==> config.mk <==
export PLATFORM = sky130hd
export DESIGN_NAME = multi_input_debounce_events_core
export DESIGN_NICKNAME = d
export VERILOG_FILES = /design/src/rtl/mide_pkg.sv /design/src/rtl/mide_cfg.sv /design/src/rtl/mide_eval.sv /design/src/rtl/multi_input_debounce_events_core.sv
export SDC_FILE = /design/constraint.sdc
export NUM_CORES = 1
export LEC_CHECK = 0
export BUFFER_PORTS_ARGS = -buffer_cell sky130_fd_sc_hd__buf_2
export CAP_MARGIN = 20
export CORE_UTILIZATION = 54
export DETAILED_ROUTE_END_ITERATION = 10
export PLACE_DENSITY_LB_ADDON = 0.2
export RECOVER_POWER = 50
export SETUP_SLACK_MARGIN = 0.3
export SYNTH_ARGS = -nofsm -noshare
export SYNTH_HDL_FRONTEND = slang
export SYNTH_SLANG_ARGS = --single-unit
==> constraint.sdc <==
create_clock -name i_clk -period 5.78 [get_ports i_clk]
set_input_delay 0 -clock i_clk [delete_from_list [all_inputs] [get_ports i_clk]]
set_output_delay 0 -clock i_clk [all_outputs]
set_load 0.1 [all_outputs]
==> src/rtl/mide_pkg.sv <==
// Shared types, constants and helper functions for the multi-input debounce block.
// Used by every module in rtl/; it depends on nothing.
package mide_pkg;

    localparam int unsigned CntW = 8;
    localparam int unsigned AddrW = 4;
    localparam int unsigned DataW = 32;

    // Register indexes on the configuration port.
    localparam logic [1:0] REG_DEBOUNCE = 2'd0;
    localparam logic [1:0] REG_BODY_ABSENT = 2'd1;
    localparam logic [1:0] REG_BODY_PRESENT = 2'd2;

    // Reset values of the configuration registers.
    localparam logic [CntW-1:0] DEBOUNCE_RST = 8'd4;
    localparam logic [CntW-1:0] BODY_ABSENT_RST = 8'd12;
    localparam logic [CntW-1:0] BODY_PRESENT_RST = 8'd2;

    // The card light is sampled when the low seven tick bits wrap to zero.
    localparam logic [CntW-1:0] LIGHT_MASK = 8'h7f;

    // Debounced door state codes.
    localparam logic [1:0] DOOR_UNKNOWN = 2'd0;
    localparam logic [1:0] DOOR_IS_OPEN = 2'd1;
    localparam logic [1:0] DOOR_IS_CLOSED = 2'd2;

    typedef struct packed {
        logic [CntW-1:0] debounce_ticks;
        logic [CntW-1:0] body_absent_ticks;
        logic [CntW-1:0] body_present_ticks;
    } t_cfg;

    // One result item; the order puts door_event in the lowest bit when packed.
    typedef struct packed {
        logic light_on;
        logic light_update;
        logic body_present;
        logic body_event;
        logic tamper_event;
        logic unlock_event;
        logic door_now_open;
        logic door_event;
    } t_result;

    function automatic logic [CntW-1:0] sat_inc(input logic [CntW-1:0] v);
        sat_inc = (v == {CntW{1'b1}}) ? v : v + 1'b1;
    endfunction

endpackage

==> src/rtl/mide_cfg.sv <==
// Configuration register file behind the APB-style port.
// Depends on mide_pkg for register indexes, reset values and the t_cfg struct.
module mide_cfg (
    input  logic                          i_clk,
    input  logic                          i_rst_n,
    input  logic                          i_wr_en,
    input  logic [mide_pkg::AddrW-1:0]    i_addr,
    input  logic [mide_pkg::DataW-1:0]    i_wdata,
    output logic [mide_pkg::DataW-1:0]    o_rdata,
    output mide_pkg::t_cfg                o_cfg
);

    mide_pkg::t_cfg r_cfg;
    mide_pkg::t_cfg n_cfg;
    logic [1:0]     w_index;

    assign w_index = i_addr[3:2];

    always_comb begin
        n_cfg = r_cfg;
        if (i_wr_en) begin
            unique case (w_index)
                mide_pkg::REG_DEBOUNCE:
                    n_cfg.debounce_ticks = i_wdata[mide_pkg::CntW-1:0];
                mide_pkg::REG_BODY_ABSENT:
                    n_cfg.body_absent_ticks = i_wdata[mide_pkg::CntW-1:0];
                mide_pkg::REG_BODY_PRESENT:
                    n_cfg.body_present_ticks = i_wdata[mide_pkg::CntW-1:0];
                default: ;
            endcase
        end
    end

    always_ff @(posedge i_clk) begin
        if (!i_rst_n) begin
            r_cfg.debounce_ticks <= mide_pkg::DEBOUNCE_RST;
            r_cfg.body_absent_ticks <= mide_pkg::BODY_ABSENT_RST;
            r_cfg.body_present_ticks <= mide_pkg::BODY_PRESENT_RST;
        end else begin
            r_cfg <= n_cfg;
        end
    end

    always_comb begin
        unique case (w_index)
            mide_pkg::REG_DEBOUNCE:
                o_rdata = {{(mide_pkg::DataW-mide_pkg::CntW){1'b0}}, r_cfg.debounce_ticks};
            mide_pkg::REG_BODY_ABSENT:
                o_rdata = {{(mide_pkg::DataW-mide_pkg::CntW){1'b0}}, r_cfg.body_absent_ticks};
            mide_pkg::REG_BODY_PRESENT:
                o_rdata = {{(mide_pkg::DataW-mide_pkg::CntW){1'b0}}, r_cfg.body_present_ticks};
            default:
                o_rdata = '0;
        endcase
    end

    assign o_cfg = r_cfg;

endmodule

==> src/rtl/mide_eval.sv <==
// Per-tick debounce state and the next-result logic for all five inputs.
// Depends on mide_pkg for t_cfg, t_result, the door codes and sat_inc.
module mide_eval (
    input  logic                i_clk,
    input  logic                i_rst_n,
    input  logic                i_accept,
    input  logic                i_command,
    input  logic                i_door_level,
    input  logic                i_lock_switch_level,
    input  logic                i_tamper_level,
    input  logic                i_body_level,
    input  logic                i_photo_level,
    input  mide_pkg::t_cfg      i_cfg,
    output mide_pkg::t_result   o_result
);

    logic [mide_pkg::CntW-1:0] r_door_high_run, n_door_high_run;
    logic [mide_pkg::CntW-1:0] r_door_low_run, n_door_low_run;
    logic [1:0]                r_door_state, n_door_state;
    logic [mide_pkg::CntW-1:0] r_unlock_run, n_unlock_run;
    logic                      r_unlock_armed, n_unlock_armed;
    logic [mide_pkg::CntW-1:0] r_tamper_run, n_tamper_run;
    logic                      r_tamper_latched, n_tamper_latched;
    logic [mide_pkg::CntW-1:0] r_body_high_run, n_body_high_run;
    logic [mide_pkg::CntW-1:0] r_body_low_run, n_body_low_run;
    logic                      r_body_state, n_body_state;
    logic [mide_pkg::CntW-1:0] r_tick_count, n_tick_count;

    always_comb begin
        n_door_high_run = r_door_high_run;
        n_door_low_run = r_door_low_run;
        n_door_state = r_door_state;
        n_unlock_run = r_unlock_run;
        n_unlock_armed = r_unlock_armed;
        n_tamper_run = r_tamper_run;
        n_tamper_latched = r_tamper_latched;
        n_body_high_run = r_body_high_run;
        n_body_low_run = r_body_low_run;
        n_body_state = r_body_state;
        n_tick_count = r_tick_count;
        o_result = '0;

        if (i_command) begin
            // A clear touches only the body sense state and reports nothing.
            n_body_high_run = '0;
            n_body_low_run = '0;
            n_body_state = 1'b0;
        end else begin
            n_tick_count = r_tick_count + 1'b1;
            if ((n_tick_count & mide_pkg::LIGHT_MASK) == '0) begin
                o_result.light_update = 1'b1;
                o_result.light_on = i_photo_level;
            end

            if (i_door_level) begin
                n_door_low_run = '0;
                n_door_high_run = mide_pkg::sat_inc(r_door_high_run);
                if (n_door_high_run >= i_cfg.debounce_ticks) begin
                    if (r_door_state != mide_pkg::DOOR_IS_OPEN) begin
                        o_result.door_event = 1'b1;
                        o_result.door_now_open = 1'b1;
                    end
                    n_door_state = mide_pkg::DOOR_IS_OPEN;
                end
            end else begin
                n_door_high_run = '0;
                n_door_low_run = mide_pkg::sat_inc(r_door_low_run);
                if (n_door_low_run >= i_cfg.debounce_ticks) begin
                    if (r_door_state != mide_pkg::DOOR_IS_CLOSED) begin
                        o_result.door_event = 1'b1;
                    end
                    n_door_state = mide_pkg::DOOR_IS_CLOSED;
                end
            end

            if (!i_lock_switch_level) begin
                n_unlock_run = mide_pkg::sat_inc(r_unlock_run);
                if (n_unlock_run >= i_cfg.debounce_ticks) begin
                    o_result.unlock_event = r_unlock_armed;
                    n_unlock_armed = 1'b0;
                end
            end else begin
                n_unlock_armed = 1'b1;
                n_unlock_run = '0;
            end

            if (!i_tamper_level) begin
                n_tamper_run = mide_pkg::sat_inc(r_tamper_run);
                if (n_tamper_run >= i_cfg.debounce_ticks) begin
                    o_result.tamper_event = !r_tamper_latched;
                    n_tamper_latched = 1'b1;
                end
            end else begin
                n_tamper_latched = 1'b0;
                n_tamper_run = '0;
            end

            if (i_body_level) begin
                n_body_low_run = '0;
                n_body_high_run = mide_pkg::sat_inc(r_body_high_run);
                if (n_body_high_run >= i_cfg.body_absent_ticks) begin
                    o_result.body_event = r_body_state;
                    n_body_state = 1'b0;
                end
            end else begin
                n_body_high_run = '0;
                n_body_low_run = mide_pkg::sat_inc(r_body_low_run);
                if (n_body_low_run >= i_cfg.body_present_ticks) begin
                    if (!r_body_state) begin
                        o_result.body_event = 1'b1;
                        o_result.body_present = 1'b1;
                    end
                    n_body_state = 1'b1;
                end
            end
        end
    end

    always_ff @(posedge i_clk) begin
        if (!i_rst_n) begin
            r_door_high_run <= '0;
            r_door_low_run <= '0;
            r_door_state <= mide_pkg::DOOR_UNKNOWN;
            r_unlock_run <= '0;
            r_unlock_armed <= 1'b0;
            r_tamper_run <= '0;
            r_tamper_latched <= 1'b0;
            r_body_high_run <= '0;
            r_body_low_run <= '0;
            r_body_state <= 1'b0;
            r_tick_count <= '0;
        end else if (i_accept) begin
            r_door_high_run <= n_door_high_run;
            r_door_low_run <= n_door_low_run;
            r_door_state <= n_door_state;
            r_unlock_run <= n_unlock_run;
            r_unlock_armed <= n_unlock_armed;
            r_tamper_run <= n_tamper_run;
            r_tamper_latched <= n_tamper_latched;
            r_body_high_run <= n_body_high_run;
            r_body_low_run <= n_body_low_run;
            r_body_state <= n_body_state;
            r_tick_count <= n_tick_count;
        end
    end

endmodule

==> src/rtl/multi_input_debounce_events_core.sv <==
// Top level of the multi-input debounce and change-event block.
// Depends on mide_pkg, mide_cfg and mide_eval.
//
// Usage:
// The slave stream takes one request per scan tick. tuser carries the command
// (0 scan tick with samples, 1 clear the body sense state); tdata carries the
// five sampled switch and sensor levels. Each request yields exactly one result
// on the master stream, an eight-bit word of event flags and new states.
// The result is loaded into the output register in the cycle after the request is
// accepted. A request can be accepted in every cycle: one per clock is the
// sustained rate, set by the single result register, which is refilled in the
// same cycle that the downstream side takes its contents.
// When the receiver stalls, the result stays in the output register and
// s_axis_tready drops until it is taken; the debounce state only moves on
// accepted requests, so no tick is lost.
// The APB-style port holds three 8-bit thresholds at byte addresses 0, 4 and 8
// (debounce, body absent, body present). Write them only while the block is
// idle. Synchronous reset restores the thresholds to 4, 12 and 2, clears all
// run counters, marks the door state unknown and empties the output register.
module multi_input_debounce_events_core (
    input  logic                          i_clk,
    input  logic                          i_rst_n,
    // Slave stream.
    input  logic                          s_axis_tvalid,
    output logic                          s_axis_tready,
    // tdata, from bit 0: door_level, lock_switch_level, tamper_level,
    // body_level, photo_level, then three zero bits.
    input  logic [7:0]                    s_axis_tdata,
    // tuser, bit 0: command.
    input  logic                          s_axis_tuser,
    // Master stream.
    output logic                          m_axis_tvalid,
    input  logic                          m_axis_tready,
    // tdata, from bit 0: door_event, door_now_open, unlock_event, tamper_event,
    // body_event, body_present, light_update, light_on.
    output logic [7:0]                    m_axis_tdata,
    // Configuration port.
    input  logic                          psel,
    input  logic                          penable,
    input  logic                          pwrite,
    input  logic [mide_pkg::AddrW-1:0]    paddr,
    input  logic [mide_pkg::DataW-1:0]    pwdata,
    output logic [mide_pkg::DataW-1:0]    prdata,
    output logic                          pready
);

    mide_pkg::t_cfg    w_cfg;
    mide_pkg::t_result w_result;
    mide_pkg::t_result r_out;
    logic              r_out_valid;
    logic              w_accept;
    logic              w_cfg_wr;

    // The configuration port never waits.
    assign pready = 1'b1;
    assign w_cfg_wr = psel && penable && pwrite;

    mide_cfg u_cfg (
        .i_clk   (i_clk),
        .i_rst_n (i_rst_n),
        .i_wr_en (w_cfg_wr),
        .i_addr  (paddr),
        .i_wdata (pwdata),
        .o_rdata (prdata),
        .o_cfg   (w_cfg)
    );

    // A new request is taken whenever the output register is empty or is
    // being drained in this same cycle.
    assign s_axis_tready = !r_out_valid || m_axis_tready;
    assign w_accept = s_axis_tvalid && s_axis_tready;

    mide_eval u_eval (
        .i_clk               (i_clk),
        .i_rst_n             (i_rst_n),
        .i_accept            (w_accept),
        .i_command           (s_axis_tuser),
        .i_door_level        (s_axis_tdata[0]),
        .i_lock_switch_level (s_axis_tdata[1]),
        .i_tamper_level      (s_axis_tdata[2]),
        .i_body_level        (s_axis_tdata[3]),
        .i_photo_level       (s_axis_tdata[4]),
        .i_cfg               (w_cfg),
        .o_result            (w_result)
    );

    // Output register: loaded on every accepted request, emptied when taken.
    always_ff @(posedge i_clk) begin
        if (!i_rst_n) begin
            r_out_valid <= 1'b0;
        end else if (w_accept) begin
            r_out_valid <= 1'b1;
        end else if (m_axis_tready) begin
            r_out_valid <= 1'b0;
        end
    end

    always_ff @(posedge i_clk) begin
        if (w_accept) begin
            r_out <= w_result;
        end
    end

    assign m_axis_tvalid = r_out_valid;
    assign m_axis_tdata = r_out;

    // A clear request always produces an all-zero result in the next cycle.
    a_clear_result_zero: assert property (@(posedge i_clk) disable iff (!i_rst_n)
        (w_accept && s_axis_tuser) |=> (m_axis_tvalid && m_axis_tdata == 8'd0))
        else $error("clear request produced a nonzero result");

    // An empty output register must never hold off the slave side.
    a_ready_when_empty: assert property (@(posedge i_clk) disable iff (!i_rst_n)
        !r_out_valid |-> s_axis_tready)
        else $error("slave side stalled with an empty output register");

    // The state flags are only set together with their event flags.
    a_state_needs_event: assert property (@(posedge i_clk) disable iff (!i_rst_n)
        m_axis_tvalid |-> ((!m_axis_tdata[1] || m_axis_tdata[0])
                        && (!m_axis_tdata[5] || m_axis_tdata[4])
                        && (!m_axis_tdata[7] || m_axis_tdata[6])))
        else $error("state flag set without its event flag");

    // A result that is not taken stays in place for the next cycle.
    a_stall_keeps_result: assert property (@(posedge i_clk) disable iff (!i_rst_n)
        (m_axis_tvalid && !m_axis_tready) |=> (m_axis_tvalid && $stable(m_axis_tdata)))
        else $error("stalled result changed or vanished");

endmodule

======== Word level (Yosys, flattened, before mapping) ========
Cells that the tools add are included.
word-level totals
  output and inout bits ................... 43
  bits in registers ....................... 94
  word-level logic and storage cells ...... 119
  bits of input ports ..................... 52
cells by class
  multiplexer cells ....................... 38
  magnitude comparators ................... 6
  bitwise logic cells ..................... 7
  reduce and logical (&&, ||, !) cells .... 26
  $add $sub $neg .......................... 7
  equal/unequal tests ..................... 12
operator list
  kind                                                              number
  8-bit 2-to-1 mux                                                  14
  8-bit by 1-bit adder with 8-bit output (second input constant)    7
  8-bit == test (second input constant)                             6
  8-bit >= comparator                                               6
  8-bit one-hot mux with 3 select lines                             1
  1-bit 2-to-1 mux                                                  18
  3-bit OR reduction                                                4
  2-bit 2-to-1 mux                                                  5
  3-bit AND reduction                                               3
  8-bit logical NOT                                                 1
  2-bit AND reduction                                               4
  2-bit nonzero test                                                4
  1-bit NOT                                                         7
  2-bit by 1-bit != test with 1-bit output (second input constant)  2
  4-bit AND reduction                                               1
  1-bit logical AND                                                 3
  3-bit by 1-bit != test with 1-bit output (second input constant)  1
  3-bit nonzero test                                                1
  2-bit by 1-bit == test with 1-bit output (second input constant)  1
  2-bit == test (second input constant)                             1
  1-bit logical NOT                                                 2
  2-bit logical NOT                                                 1
  2-bit != test (second input constant)                             1
  2-bit OR reduction                                                1
  1-bit logical OR                                                  1

======== Logic depth before layout (Yosys ltp) ========
  depth after elaboration ................. 6
  mapped depth ............................ 12
  mapped depth without buffers ............ 11

======== Modules after synthesis ========
From an unflattened synthesis, not the netlist that was laid out.
second synthesis, totals
  cell total of the unflattened synthesis .. 750
  area total of the unflattened synthesis .. 6388.6 um^2
modules (own cells, without submodules)
  module                            sequential area each (um^2)  cells an instance  times used  area each (um^2)
  mide_eval                         1201.2                       597                1           4794.6
  mide_cfg                          480.5                        137                1           1278.7
  multi_input_debounce_events_core  260.2                        16                 1           315.3

======== Worst setup path after synthesis ========
Ideal clock, no wire load.
  kind .................................... register to register
  start ................................... register u_eval.r_body_low_run[0] (netlist bit)
  end ..................................... register r_out (netlist bit m_axis_tdata[4]), data pin
  arrival time ............................ 2.571 ns
  library setup time ...................... 0.256 ns
  path slack .............................. 2.953 ns
  cell stages (with the launch flop) ...... 12
  period minus slack after synthesis ...... 2.827 ns
  path through ............................ dfxtp_1 -> ha_1 -> nand4_1 -> or2_2 -> clkbuf_1 -> mux2_2 -> ha_1 -> o21ai_0 -> o21ai_0 -> a221o_1 -> nor3b_1 -> a31o_2
between the ends
  longest elaborated chain between the ends .. 5
ends and longest elaborated chain
  item                                                                     line                                     text
  start: declaration                                                       mide_eval.sv:25                          logic [mide_pkg::CntW-1:0] r_body_low_run, n_body_low_run;
  start signal: assignment                                                 mide_eval.sv:141                         r_body_low_run <= n_body_low_run;
  8-bit by 1-bit adder with 8-bit output or 8-bit == test (tied branches)  mide_pkg.sv:46                           sat_inc = (v == {CntW{1'b1}}) ? v : v + 1'b1;
  8-bit 2-to-1 mux *                                                       mide_pkg.sv:46
  8-bit >= comparator *                                                    mide_eval.sv:108                         if (n_body_low_run >= i_cfg.body_present_ticks) begin
  1-bit 2-to-1 mux *                                                       mide_eval.sv:108
  1-bit 2-to-1 mux *                                                       mide_eval.sv:98                          if (i_body_level) begin
  end signal: assignment                                                   multi_input_debounce_events_core.sv:100  r_out <= w_result;
  end: declaration                                                         multi_input_debounce_events_core.sv:49   mide_pkg::t_result r_out;
Every way passes the cells marked *; elsewhere a longest branch is shown, timed or not.
A chain may end at the register's enable or synchronous reset.

==> results by group <==
Logic synthesis
  – Area share of the largest cell type after synthesis: 27.3%
  – Most instantiated library cell after synthesis: sky130_fd_sc_hd__dfxtp_1
  – Post-synthesis sequential element count: 93
  – Mean area per synthesized cell: about 8.2 µm²
  – Synthesized instance count: 763
  – Most used flip-flop cell after synthesis: sky130_fd_sc_hd__dfxtp_1
  – Synthesized cell area: 0.00623 mm²
  – Top cells by area, synth: sky130_fd_sc_hd__dfxtp_1 27%, sky130_fd_sc_hd__ha_1 11%, sky130_fd_sc_hd__a21oi_1 5.5%, sky130_fd_sc_hd__nand2_1 4.2%, sky130_fd_sc_hd__nor2_1 4.0%
  – Cell types with the highest counts after synthesis: 85 x sky130_fd_sc_hd__dfxtp_1, 69 x sky130_fd_sc_hd__a21oi_1, 69 x sky130_fd_sc_hd__nand2_1
  – Post-synthesis async set-or-reset flop share: 0%
  – Biggest area consumer among synthesized cells: sky130_fd_sc_hd__dfxtp_1
  – Synth unique cells: 65
  – Register area share after synthesis: 31.1%
  – Synth Warn #: 0
  – Post-synth EDFFs: 8

Finish
  – Number of nets in the finished design: about 900
  – Final Instance Count excl. Fillers: 937
  – Area growth, synth to finish: 8.35%
  – Filler Cell Count: 959
  – Share of post-route cells with drive strength above 1: 7.66%

CTS
  – Root cell of the clock tree: sky130_fd_sc_hd__clkbuf_16
  – Total number of clock tree sinks: 93
  – Clk Latency, worst-skew pair: around 350 ps
  – CTS H-tree lvls: 3
  – Resized cells post-CTS: 0
  – Clock tree from TritonCTS: done
  – Postcts setup bufs: 0
  – Post-CTS Hold Buffers: 13
  – Num CTS Buffers: 9
  – Max clock buf depth: 2
  – Worst-path clk slew: 70 ps

Routing
  – Post-DR wirelength/cell: approximately 16 µm
  – Drc violations: 0
  – Iteration-0 DRC Markers: 327
  – Number of iterations in the first detailed-routing pass: 5
  – Total wire length: 15000 µm
  – Count of vias placed by the detailed router: approximately 5600
  – Via-per-instance ratio: 6.01
  – Remaining antenna violation count after routing: 0

Floorplan
  – Number of placed I/O pins: 95
  – Floorplan die area: roughly 0.012 mm²
  – Effective utilization at floorplan: a little under three fifths
  – Die Y: 109 µm
  – Area of the core: 0.0110 mm²
  – Die span in x: 109 µm
  – Placement Rows: 38

GRT
  – Via count of the first global-routing pass: 5010
  – GRT Residual Overflow: 0
  – Initial antenna violation count: 1
  – First-pass GRT wire length: 24000 µm
  – Largest net degree at the start of global routing: between 60 and 70
  – Total GRT Usage: 25.9%

STA
  – Share of the clock period used by the worst path after layout: 63.4%
  – Endpoints failing setup: 0
  – Clock period minus final worst setup slack: 3660 ps
  – Final hold violation count: 0
  – Tightest Pin Transition: slightly below 3000 ps
  – Setup total negative slack: 0 ps
  – Hold_ws: 50.3 ps
  – RSZ-0062 raised after global routing: false
  – Worst slew slack as a fraction of its limit: -97.8%
  – Slew Limit Fails: between 100 and 150
  – Clock Skew: a little under 7 ps
  – Highest achievable clock rate: around 270 MHz

Pwr
  – Power density over cell area: around 220 mW/mm²
  – Peak ir drop on the vdd network: 0.000175 V
  – Leakage dissipation: 2.57 nW

Critical path
  – Critical path start-end classification: primary input to flip-flop
  – Series of cell instances along the critical path: dlygate4sd3_1, clkbuf_1, inv_1, clkbuf_1, or4_1, o21ai_0
  – Largest fanout on the critical path: 65
  – Data required time at the worst endpoint: around 6000 ps
  – Buffer and inverter count on the worst path: 4
  – Critical Path Slowest Stage Cell: sky130_fd_sc_hd__clkbuf_1
  – Crit path arrival time: slightly below 4000 ps
  – Highest cell delay on the worst timing path: 2140 ps
  – Most Frequent Cell on Critical Path: sky130_fd_sc_hd__clkbuf_1
  – Kind of end point of the critical path: flip-flop
  – Largest delay share family, worst path: buffers and inverters
  – Crit path launch type: primary input

Placed design
  – Placed Instances: 908
  – HPWL after DPL: 10400 µm
  – Input/output buffers: 40
  – Placer congestion estimate: 0.957

Status
  – Status: finished, violations left
  – Violated checks: capacitance limit, slew limit

Run
  – Max-cap viol count: 2

Worst hold path
  – Worst hold path class: primary input to flip-flop
[kinds of logic after synthesis]
family	Yosys count	synth area share (%)
adder cells (fa/ha/maj)	55	11.0
flip-flops	93	31.1
buffers and inverters	99	8.11
multiplexers	32	5.32
XOR/XNOR	27	3.79
AND/OR/NAND/NOR	262	21.2
AO/OA/AOI/OAI	193	19.2
other	2	0.120
[per-layer routing]
| layer | vias to the layer above | track usage [%] | share of wire [%] |
|---|---|---|---|
| li1 | 2767 | - | - |
| met1 | 2623 | 31.0 | 44 |
| met2 | 208 | 44.6 | 48 |
| met3 | 33 | 5.99 | 5.4 |
| met4 | 0 | 10.3 | 2.4 |
| met5 | - | 0 | 0 |
[report_power, final]
part	leakage, nW	switching [mW]	internal (mW)
Combinational	1.65	0.180	0.0408
Clock	0.154	0.249	0.371
Sequential	0.768	0.00892	0.660
[stage by stage]
| stage | power [mW] | area [µm²] | utilization [%] | worst slack [ps] |
|---|---|---|---|---|
| final | 1.51 | 6760 | 61.2 | 2120 |
| after detailed placement | 0.897 | 6360 | 57.7 | 2540 |
| after CTS | 1.52 | 6800 | 61.6 | 2550 |
| after floorplan | 0.873 | 6320 | - | 2950 |
| after global routing | 1.56 | 6760 | 61.2 | 1740 |
| after global placement | 0.893 | 6360 | 57.7 | 2730 |
[state kept, by name (all words and copies together), names as in the netlist, 8 cells and up]
signal	count
u_eval.r_body_high_run	8
m_axis_tdata	8
u_eval.r_door_low_run	8
u_eval.r_unlock_run	8
u_eval.r_tamper_run	8
u_cfg.o_cfg	24
u_eval.r_body_low_run	8
u_eval.r_door_high_run	8
[placed cells by master (no fill, tap or decap), types with 9 or more instances in the layout]
| master | count |
|---|---|
| sky130_fd_sc_hd__dfxtp_1 | 85 |
| sky130_fd_sc_hd__nand2_1 | 69 |
| sky130_fd_sc_hd__a21oi_1 | 69 |
| sky130_fd_sc_hd__nor2_1 | 66 |
| sky130_fd_sc_hd__ha_1 | 55 |
| sky130_fd_sc_hd__o21ai_0 | 44 |
| sky130_fd_sc_hd__inv_1 | 37 |
| sky130_fd_sc_hd__nand3_1 | 26 |
| sky130_fd_sc_hd__conb_1 | 25 |
| sky130_fd_sc_hd__xnor2_1 | 24 |
| sky130_fd_sc_hd__mux2i_1 | 23 |
| sky130_fd_sc_hd__clkbuf_1 | 23 |
| sky130_fd_sc_hd__buf_2 | 21 |
| sky130_fd_sc_hd__nor3_1 | 20 |
| sky130_fd_sc_hd__a22oi_1 | 17 |
| sky130_fd_sc_hd__a31oi_1 | 13 |
| sky130_fd_sc_hd__dlygate4sd3_1 | 13 |
| sky130_fd_sc_hd__nand4_1 | 12 |
| sky130_fd_sc_hd__or3_1 | 10 |
| sky130_fd_sc_hd__clkbuf_16 | 10 |
| sky130_fd_sc_hd__mux2_2 | 9 |
| sky130_fd_sc_hd__and4_1 | 9 |
[final timing paths]
| kind | slack [ps] | from | cells past startpoint | end |
|---|---|---|---|---|
| setup / recovery | 2120 | i_rst_n | 6 | u_eval.r_door_high_run[3] |
| hold / removal | 50 | s_axis_tdata[0] | 3 | u_eval.r_door_high_run[2] |
| setup reg to reg | 2550 | u_eval.r_door_high_run[0] | 9 | m_axis_tdata[0] |
| hold reg to reg | 480 | u_cfg.o_cfg[9] | 2 | u_cfg.o_cfg[9] |
[tightest hold or removal path, delay by kind of cell]
kind	cells	cell delay, ps
buf+inv	1	170
compound gates	2	170
[layout make-up]
class | count | area, µm² | share of cell area (%)
antenna | 1 | 2.50 | 0.0370
multi-input combinational | 594 | 3860 | 57.2
inverter | 37 | 139 | 2.06
clock buffer | 12 | 268 | 3.96
timing repair buffer | 57 | 325 | 4.82
sequential | 93 | 1940 | 28.7
tap | 140 | 175 | 2.59
clock inverter | 3 | 41.3 | 0.611
Note: power is estimated with default switching activity, not from simulation.
